### config.mk
export PLATFORM = sky130hd
export DESIGN_NAME = sd_spi_command_engine
export DESIGN_NICKNAME = d
export VERILOG_FILES = /design/src/hdl/sdspi_pkg.sv /design/src/hdl/sdspi_step.sv /design/src/hdl/sd_spi_command_engine.sv
export SDC_FILE = /design/constraint.sdc
export NUM_CORES = 1
export LEC_CHECK = 0
export ABC_AREA = 1
export BUFFER_PORTS_ARGS = -buffer_cell sky130_fd_sc_hd__buf_2
export CAP_MARGIN = 5
export CORE_AREA = 2 2 174 176
export CTS_CLUSTER_SIZE = 25
export DETAILED_ROUTE_END_ITERATION = 10
export DIE_AREA = 0 0 176 178
export PLACE_DENSITY = 0.68
export SYNTH_ARGS = -nofsm -noshare
export SYNTH_HDL_FRONTEND = slang
export SYNTH_HIERARCHICAL = 1
export SYNTH_SLANG_ARGS = --single-unit
### constraint.sdc
create_clock -name clk -period 6.7 [get_ports clk]
set_input_delay 1.34 -clock clk [delete_from_list [all_inputs] [get_ports clk]]
set_output_delay 1.34 -clock clk [all_outputs]
set_load 0.005 [all_outputs]
### src/hdl/sdspi_pkg.sv
`default_nettype none
// ----------------------------------------------------------------------------
// sdspi_pkg
// Types and constants shared by the SD card SPI-mode command engine.
// ----------------------------------------------------------------------------
package sdspi_pkg;

	// Command numbers that change the engine's behavior.
	localparam logic [5:0] CMD_GO_IDLE  = 6'd0;
	localparam logic [5:0] CMD_IF_COND  = 6'd8;
	localparam logic [5:0] CMD_STOP     = 6'd12;
	localparam logic [5:0] CMD_APP      = 6'd55;
	localparam logic [5:0] CMD_GET_OCR  = 6'd58;

	localparam logic [31:0] IF_COND_ARG = 32'h0000_01AA;

	localparam logic [7:0] FRAME_START = 8'h40;
	localparam logic [7:0] CRC_GO_IDLE = 8'h95;
	localparam logic [7:0] CRC_IF_COND = 8'h87;
	localparam logic [7:0] CRC_DUMMY   = 8'h01;
	localparam logic [7:0] FILL_BYTE   = 8'hFF;

	// Command frame is six bytes: index 0 to 5.
	localparam logic [2:0] FRAME_BYTES = 3'd6;

	localparam logic [2:0] LEN_R1 = 3'd1;
	localparam logic [2:0] LEN_R3 = 3'd5;

	// Configuration register indexes and reset values.
	localparam logic [1:0] CFG_RETRY_LIMIT = 2'd0;
	localparam logic [1:0] CFG_BUSY_LIMIT  = 2'd1;

	localparam logic [7:0]  RETRY_LIMIT_RST = 8'd100;
	localparam logic [12:0] BUSY_LIMIT_RST  = 13'd5000;

	typedef enum logic [2:0] {
		PH_IDLE,
		PH_BUSY,
		PH_SEND,
		PH_WAIT,
		PH_REST
	} sdspi_phase_t;

	typedef struct packed {
		logic        mode;
		logic [5:0]  cmd_index;
		logic        is_app_command;
		logic [31:0] argument;
		logic [7:0]  rx_byte;
	} sdspi_in_t;

	typedef struct packed {
		logic        kind;
		logic [7:0]  tx_byte;
		logic        select_active;
		logic        failed;
		logic [39:0] response_value;
		logic [2:0]  response_bytes;
	} sdspi_out_t;

	typedef struct packed {
		sdspi_phase_t phase;
		logic [2:0]   byte_cnt;
		logic [5:0]   cmd;
		logic [31:0]  arg;
		logic         prefix;
		logic [12:0]  wait_cnt;
		logic [39:0]  shift;
		logic [2:0]   len;
	} sdspi_state_t;

	// Action chosen by the step logic for the current transaction.
	typedef struct packed {
		logic       xchg;
		logic       finish;
		logic       fail;
		logic [7:0] tx;
	} sdspi_action_t;

	// Byte idx of the command frame for command c with argument a.
	function automatic logic [7:0] frame_byte(input logic [2:0] idx, input logic [5:0] c,
			input logic [31:0] a);
		logic [7:0] b;
		begin
			case (idx)
				3'd0: b = FRAME_START | {2'b00, c};
				3'd1: b = a[31:24];
				3'd2: b = a[23:16];
				3'd3: b = a[15:8];
				3'd4: b = a[7:0];
				default: begin
					if (c == CMD_GO_IDLE && a == 32'd0) b = CRC_GO_IDLE;
					else if (c == CMD_IF_COND && a == IF_COND_ARG) b = CRC_IF_COND;
					else b = CRC_DUMMY;
				end
			endcase
			return b;
		end
	endfunction

endpackage
`default_nettype wire

### src/hdl/sdspi_step.sv
`default_nettype none
// ----------------------------------------------------------------------------
// sdspi_step
// Combinational step of the command engine: next state and result for one
// transaction.
// ----------------------------------------------------------------------------
module sdspi_step
	import sdspi_pkg::*;
(
	input  wire sdspi_state_t  st,
	input  wire sdspi_in_t     item,
	input  wire logic [7:0]    retry_limit,
	input  wire logic [12:0]   busy_limit,
	output sdspi_state_t       nxt,
	output logic               res_valid,
	output sdspi_out_t         res
);

	sdspi_action_t act;

	// Next state and action.
	always_comb begin
		logic        go_send;
		logic        go_main;
		logic        go_complete;
		logic [12:0] lim;
		logic [12:0] wc1;
		logic [2:0]  bc1;
		logic [5:0]  cur_cmd;
		logic [31:0] cur_arg;
		nxt         = st;
		act         = '0;
		go_send     = 1'b0;
		go_main     = 1'b0;
		go_complete = 1'b0;
		lim         = (busy_limit == 13'd0) ? 13'd1 : busy_limit;
		wc1         = st.wait_cnt + 13'd1;
		bc1         = st.byte_cnt + 3'd1;
		cur_cmd     = st.prefix ? CMD_APP : st.cmd;
		cur_arg     = st.prefix ? 32'd0 : st.arg;
		if (!item.mode) begin
			nxt.cmd      = item.cmd_index;
			nxt.arg      = item.argument;
			nxt.len      = (item.cmd_index == CMD_IF_COND || item.cmd_index == CMD_GET_OCR)
				? LEN_R3 : LEN_R1;
			nxt.shift    = '0;
			nxt.wait_cnt = '0;
			if (item.is_app_command) begin
				nxt.prefix = 1'b1;
				go_send    = 1'b1;
			end else begin
				go_main = 1'b1;
			end
		end else begin
			unique case (st.phase)
				PH_BUSY: begin
					nxt.wait_cnt = wc1;
					if (item.rx_byte == FILL_BYTE && wc1 < lim) begin
						act.xchg = 1'b1;
						act.tx   = FILL_BYTE;
					end else begin
						go_send = 1'b1;
					end
				end
				PH_SEND: begin
					nxt.byte_cnt = bc1;
					act.xchg     = 1'b1;
					if (bc1 < FRAME_BYTES) begin
						act.tx = frame_byte(bc1, cur_cmd, cur_arg);
					end else begin
						nxt.phase    = PH_WAIT;
						nxt.wait_cnt = '0;
						act.tx       = FILL_BYTE;
					end
				end
				PH_WAIT: begin
					if (!item.rx_byte[7]) begin
						nxt.shift = {32'd0, item.rx_byte};
						if (st.prefix || st.len <= LEN_R1) begin
							go_complete = 1'b1;
						end else begin
							nxt.byte_cnt = st.len - 3'd1;
							nxt.phase    = PH_REST;
							act.xchg     = 1'b1;
							act.tx       = FILL_BYTE;
						end
					end else if (st.wait_cnt >= {5'd0, retry_limit}) begin
						act.finish = 1'b1;
						act.fail   = 1'b1;
					end else begin
						nxt.wait_cnt = wc1;
						act.xchg     = 1'b1;
						act.tx       = FILL_BYTE;
					end
				end
				PH_REST: begin
					nxt.shift    = {st.shift[31:0], item.rx_byte};
					nxt.byte_cnt = st.byte_cnt - 3'd1;
					if (st.byte_cnt == 3'd1) begin
						go_complete = 1'b1;
					end else begin
						act.xchg = 1'b1;
						act.tx   = FILL_BYTE;
					end
				end
				default: begin
					nxt.phase = PH_IDLE;
				end
			endcase
		end

		// After the prefix response the real command follows.
		if (go_complete) begin
			if (nxt.prefix) go_main = 1'b1;
			else act.finish = 1'b1;
		end
		if (go_main) begin
			nxt.prefix = 1'b0;
			if (nxt.cmd == CMD_STOP) begin
				nxt.phase    = PH_BUSY;
				nxt.wait_cnt = '0;
				act.xchg     = 1'b1;
				act.tx       = FILL_BYTE;
			end else begin
				go_send = 1'b1;
			end
		end
		if (go_send) begin
			nxt.phase    = PH_SEND;
			nxt.byte_cnt = '0;
			act.xchg     = 1'b1;
			act.tx       = frame_byte(3'd0, nxt.prefix ? CMD_APP : nxt.cmd, 32'd0);
		end
		if (act.finish) begin
			nxt.phase = PH_IDLE;
		end
	end

	// Result fields.
	always_comb begin
		res_valid          = act.xchg | act.finish;
		res.kind           = act.finish;
		res.tx_byte        = act.finish ? 8'd0 : act.tx;
		res.select_active  = ~act.finish;
		res.failed         = act.finish & act.fail;
		res.response_value = (act.finish && !act.fail) ? nxt.shift : 40'd0;
		res.response_bytes = nxt.len;
	end

endmodule
`default_nettype wire

### src/hdl/sd_spi_command_engine.sv
`default_nettype none
// The input register holds each transaction until the result register takes it.
// Throughput: one input transaction per cycle, less when the output stalls;
// the state loop closes through the step logic between the input register and
// the result register. Reset: asynchronous, active low; the engine returns to
// idle and the limits take their reset values (retry 100, busy 5000).
// ----------------------------------------------------------------------------
// sd_spi_command_engine
// Issues one SD card SPI-mode command, one byte exchange or final status per result.
// ----------------------------------------------------------------------------
module sd_spi_command_engine
	import sdspi_pkg::*;
(
	input  wire logic        clk,
	input  wire logic        arst_n,
	input  wire logic        in_valid,
	output logic             in_ready,
	input  wire sdspi_in_t   in_data,
	output logic             out_valid,
	input  wire logic        out_ready,
	output sdspi_out_t       out_data,
	input  wire logic        cfg_valid,
	output logic             cfg_ready,
	input  wire logic [1:0]  cfg_index,
	input  wire logic [15:0] cfg_data
);

	// Configuration registers. The user must write them only while the engine is idle;
	// the engine does not enforce this, and writes are always accepted.
	logic [7:0]  retry_limit_q;
	logic [12:0] busy_limit_q;

	assign cfg_ready = 1'b1;

	always_ff @(posedge clk or negedge arst_n) begin
		if (!arst_n) begin
			retry_limit_q <= RETRY_LIMIT_RST;
			busy_limit_q  <= BUSY_LIMIT_RST;
		end else if (cfg_valid) begin
			case (cfg_index)
				CFG_RETRY_LIMIT: retry_limit_q <= cfg_data[7:0];
				CFG_BUSY_LIMIT:  busy_limit_q  <= cfg_data[12:0];
				default:         ;
			endcase
		end
	end

	// Input register. The stage moves on whenever the result register is
	// empty or is being emptied in this cycle, so a new transaction can be
	// taken every cycle while the consumer keeps up.
	logic       valid_s1;
	sdspi_in_t  item_s1;
	logic       advance;
	logic       out_valid_q;
	sdspi_out_t out_q;

	assign advance  = valid_s1 && (!out_valid_q || out_ready);
	assign in_ready = !valid_s1 || advance;

	always_ff @(posedge clk or negedge arst_n) begin
		if (!arst_n) begin
			valid_s1 <= 1'b0;
		end else if (in_ready) begin
			valid_s1 <= in_valid;
		end
	end

	always_ff @(posedge clk) begin
		if (in_ready && in_valid) begin
			item_s1 <= in_data;
		end
	end

	// Engine state and the step logic that advances it.
	sdspi_state_t st_q;
	sdspi_state_t st_nxt;
	logic         res_valid;
	sdspi_out_t   res;

	sdspi_step u_step (
		.st          (st_q),
		.item        (item_s1),
		.retry_limit (retry_limit_q),
		.busy_limit  (busy_limit_q),
		.nxt         (st_nxt),
		.res_valid   (res_valid),
		.res         (res)
	);

	always_ff @(posedge clk or negedge arst_n) begin
		if (!arst_n) begin
			st_q.phase    <= PH_IDLE;
			st_q.byte_cnt <= '0;
			st_q.cmd      <= '0;
			st_q.arg      <= '0;
			st_q.prefix   <= 1'b0;
			st_q.wait_cnt <= '0;
			st_q.shift    <= '0;
			st_q.len      <= LEN_R1;
		end else if (advance) begin
			st_q <= st_nxt;
		end
	end

	// Result register. A byte that arrives while idle produces no result,
	// so the register is only loaded when the step logic asks for it.
	always_ff @(posedge clk or negedge arst_n) begin
		if (!arst_n) begin
			out_valid_q <= 1'b0;
		end else if (advance) begin
			out_valid_q <= res_valid;
		end else if (out_ready) begin
			out_valid_q <= 1'b0;
		end
	end

	always_ff @(posedge clk) begin
		if (advance && res_valid) begin
			out_q <= res;
		end
	end

	assign out_valid = out_valid_q;
	assign out_data  = out_q;

	// A finish transaction never drives the bus.
	a_finish_quiet: assert property (@(posedge clk) disable iff (!arst_n)
		out_valid_q && out_q.kind |-> !out_q.select_active && out_q.tx_byte == 8'd0)
		else $error("finish result drives the bus");

	// A timed out command reports no response data.
	a_fail_empty: assert property (@(posedge clk) disable iff (!arst_n)
		out_valid_q && out_q.failed |-> out_q.kind && out_q.response_value == 40'd0)
		else $error("failed result carries response data");

	// The response length is one of the two supported formats.
	a_len_legal: assert property (@(posedge clk) disable iff (!arst_n)
		st_q.len == LEN_R1 || st_q.len == LEN_R3)
		else $error("illegal response length");

	// While reading the tail of a long response the count stays in range.
	a_rest_count: assert property (@(posedge clk) disable iff (!arst_n)
		st_q.phase == PH_REST |-> st_q.byte_cnt != 3'd0 && st_q.byte_cnt <= 3'd4)
		else $error("response byte count out of range");

	// A result can only be loaded when the input stage actually advances.
	a_load_src: assert property (@(posedge clk) disable iff (!arst_n)
		!$past(out_valid_q) && !$past(advance) && $past(arst_n) |-> !out_valid_q)
		else $error("result appeared without an input transaction");

endmodule
`default_nettype wire

==> flow_metrics.env <==
export IMPL_reg2reg_depth=13
export IMPL_cpMaxStageDelayCell="nand2_1"
export IMPL_synth_async_reset_ratio=0.549
export IMPL_synth_edff_count=102
export IMPL_routed_wl_um=32100
export IMPL_cts_num_sinks=226
export IMPL_synth_nets=1611
export IMPL_synthFlopType="dfrtp_1"
export IMPL_max_freq_mhz=211
export IMPL_avgSynthCellArea_um2=8.08
export IMPL_io_pin_count=128
export IMPL_critPathLaunchType="flip-flop"
export IMPL_syn_inst=1511
export IMPL_worst_setup_path_type="reg2reg"
export IMPL_initial_utilization=0.415
export IMPL_ctsHoldBuffers=0
export IMPL_grt_pass1_vias=9980
export IMPL_drtPass1Iterations=6
export IMPL_hold_end="retry_limit_q[2]"
export IMPL_cp_num_buf_inv=4
export IMPL_synth_area_mm2=0.0122
export IMPL_ant_nets=0
export IMPL_crit_fanout=30
export IMPL_htreeDepth=1
export IMPL_fp_dieW_um=176
export IMPL_ir_drop_uv=209
export IMPL_antenna_found_initial=0
export IMPL_r2r_slack_ns=1.95
export IMPL_worstHoldStart="retry_limit_q[2]"
export IMPL_yosys_area_top_type="edfxtp_1"
export IMPL_synth_lib_cells_used_distinct=45
export IMPL_cts_clk_slew_worst_paths_ns=0.06
export IMPL_rows=63
export IMPL_clkLatencyLatePin_ns=0.53
export IMPL_crit_top_cell="nand2_1"
export IMPL_grt_overflow=0
export IMPL_cap_violations=0
export IMPL_vias_per_cell=5.36
export IMPL_required_ns=6.90
export IMPL_numCtsBuffers=25
export IMPL_hp_class="reg2reg"
export IMPL_cts_tree="done"
export IMPL_ys_seq_elements=226
export IMPL_r2r_end="out_data[28]"
export IMPL_rsz0062_at_grt="false"
export IMPL_post_drt_wl_per_cell_um=16.1
export IMPL_setup_tns_final_ns=0
export IMPL_synth_top_area_frac=0.251
export IMPL_finalSetupViolations=0
export IMPL_finalMaxSlewViolations=0
export IMPL_die_h_um=178
export IMPL_hold_slack_ns=0.465
export IMPL_via_count=10680
export IMPL_dp_hpwl_um=20900
export IMPL_hold_path_cell_count=2
export IMPL_grt_use_total=0.206
export IMPL_p_per_area_mw_per_mm2=379
export IMPL_critPathTopFamily="simple AND/OR/NAND/NOR gates"
export IMPL_place_congestion=0.930
export IMPL_cts_root_buf="clkbuf_16"
export IMPL_synthTopCellsByArea="edfxtp_1, dfrtp_1, nand2_1"
export IMPL_clockBufferDepth=3
export IMPL_diodes=0
export IMPL_final_common_cell="nand2_1"
export IMPL_fp_dieArea_mm2=0.0313
export IMPL_io_buffers=123
export IMPL_worstReg2RegStart="st_q[100]"
export IMPL_layout_cells_most_common_list="nand2_1, nand3_1, buf_2, dfrtp_1, inv_1"
export IMPL_arrival_ns=4.95
export IMPL_area_delta_synth_final_pct=12.9
export IMPL_core_area_mm2=0.0294
export IMPL_cts_resized=0
export IMPL_cpPeakStageDelay_ns=0.68
export IMPL_drt_iter0_drc=1336
export IMPL_hold_viol=0
export IMPL_grt_pass1_wl_um=52400
export IMPL_num_nets_final=1685
export IMPL_cts_setup_buffers=0
export IMPL_slew_headroom=0.235
export IMPL_fin_crit_ns=4.75
export IMPL_critical_path_cell_chain="inv_2 > nand2_1 > nor2_1 > nand2_1 > nand2_1 > nand2_1 > nand2_1 > inv_1 > nand4_1 > a21o_1 > inv_1 > nor2_4 > buf_4"
export IMPL_grt_max_degree=103
export IMPL_status="finished clean"
export IMPL_endpoint_kind="flip-flop"
export IMPL_ys_seq_area_frac=0.506
export IMPL_p_leak_uw=0.00660
export IMPL_drc=0
export IMPL_fin_skew_ns=0.0124
export IMPL_ys_warn_count=6
export IMPL_worst_pin_slew_ns=1.15
export IMPL_period_share=0.708
export IMPL_drive_gt1_frac=0.127
[power by group]
group / switching, µW / internal [µW] / leakage, µW
combinational: 1170 / 547 / 0.00361
clock: 561 / 845 / 0.000405
sequential: 308 / 1790 / 0.00259
[sequential cells by signal, summed over array words and instances (netlist names)]
name and count:
st_q 101, out_data 54, item_s1 48, busy_limit_q 13, retry_limit_q 8, out_valid 1, valid_s1 1
[routing by layer]
metal	global-route usage	vias up	part of all wire
met3	0.0281	39	0.074
met2	0.321	431	0.44
met5	0	-	0
met1	0.305	5040	0.46
li1	-	5170	-
met4	0.0482	0	0.019
[synth_stat cells (2+ instances only)]
library cell / count
buf_6: 5
edfxtp_1: 102
a22oi_1: 10
clkbuf_1: 26
nand4_1: 30
nand2_2: 2
and3_1: 28
inv_2: 4
nor2_1: 78
a21oi_1: 69
nor2_2: 3
xnor2_1: 2
nor2_4: 2
inv_1: 112
o21ai_0: 78
nand3_1: 172
nor3_1: 17
a31oi_1: 9
or2_2: 2
o21ai_1: 4
o22ai_1: 4
dfrtp_1: 115
ha_1: 29
buf_2: 33
and2_1: 2
nand2_1: 515
buf_4: 16
o211ai_1: 4
dfstp_2: 9
buf_1: 5
xor2_1: 5
a221oi_1: 4
a21oi_2: 2
nor4_1: 2
[worst max path at each step]
stage               cells after the start  slack (ns)            to      start
floorplan                              19        1.49   out_data[0]   st_q[43]
global placement                       13        2.11  out_data[40]  st_q[100]
detailed placement                     13        2.10  out_data[40]  st_q[100]
CTS                                    13        2.06  out_data[31]  st_q[100]
global route                           13        1.62  out_data[31]  st_q[100]
finish                                 13        1.95  out_data[28]  st_q[100]
[tightest hold or removal path, delay by kind of cell, from the launching register on]
family           cells  cell delay (ns)
DFF                  1             0.37
and+or+nand+nor      2             0.09
[cells by family after synthesis]
family,share of synthesized area
AO/OA/AOI/OAI,0.0834
XOR/XNOR,0.00502
adder cells (fa/ha/maj),0.0297
buffers and inverters,0.0745
flip-flops,0.506
other,0.000307
AND/OR/NAND/NOR,0.301
[stage by stage]
| stage | power, µW | utilization | instance area [µm²] | cells | setup slack, ns |
|---|---|---|---|---|---|
| floorplan | 3300 | - | 12200 | 1511 | 1.49 |
| global placement | 3760 | 0.440 | 12900 | 1948 | 2.11 |
| detailed placement | 3810 | 0.440 | 12900 | 1948 | 2.10 |
| CTS | 5230 | 0.469 | 13800 | 1994 | 2.06 |
| global route | 5590 | 0.469 | 13800 | 1994 | 1.62 |
| finish | 5220 | 0.469 | 13800 | 1994 | 1.95 |
[final cells by class]
class | instances | area (µm²)
Clock buffer | 37 | 701
Tap cell | 390 | 488
Inverter | 118 | 447
Clock inverter | 9 | 144
Sequential cell | 226 | 6180
Fill cell | 2851 | 15600
Multi-Input combinational cell | 1081 | 5130
Timing Repair Buffer | 133 | 693
Power figures use the tool's default switching activity.
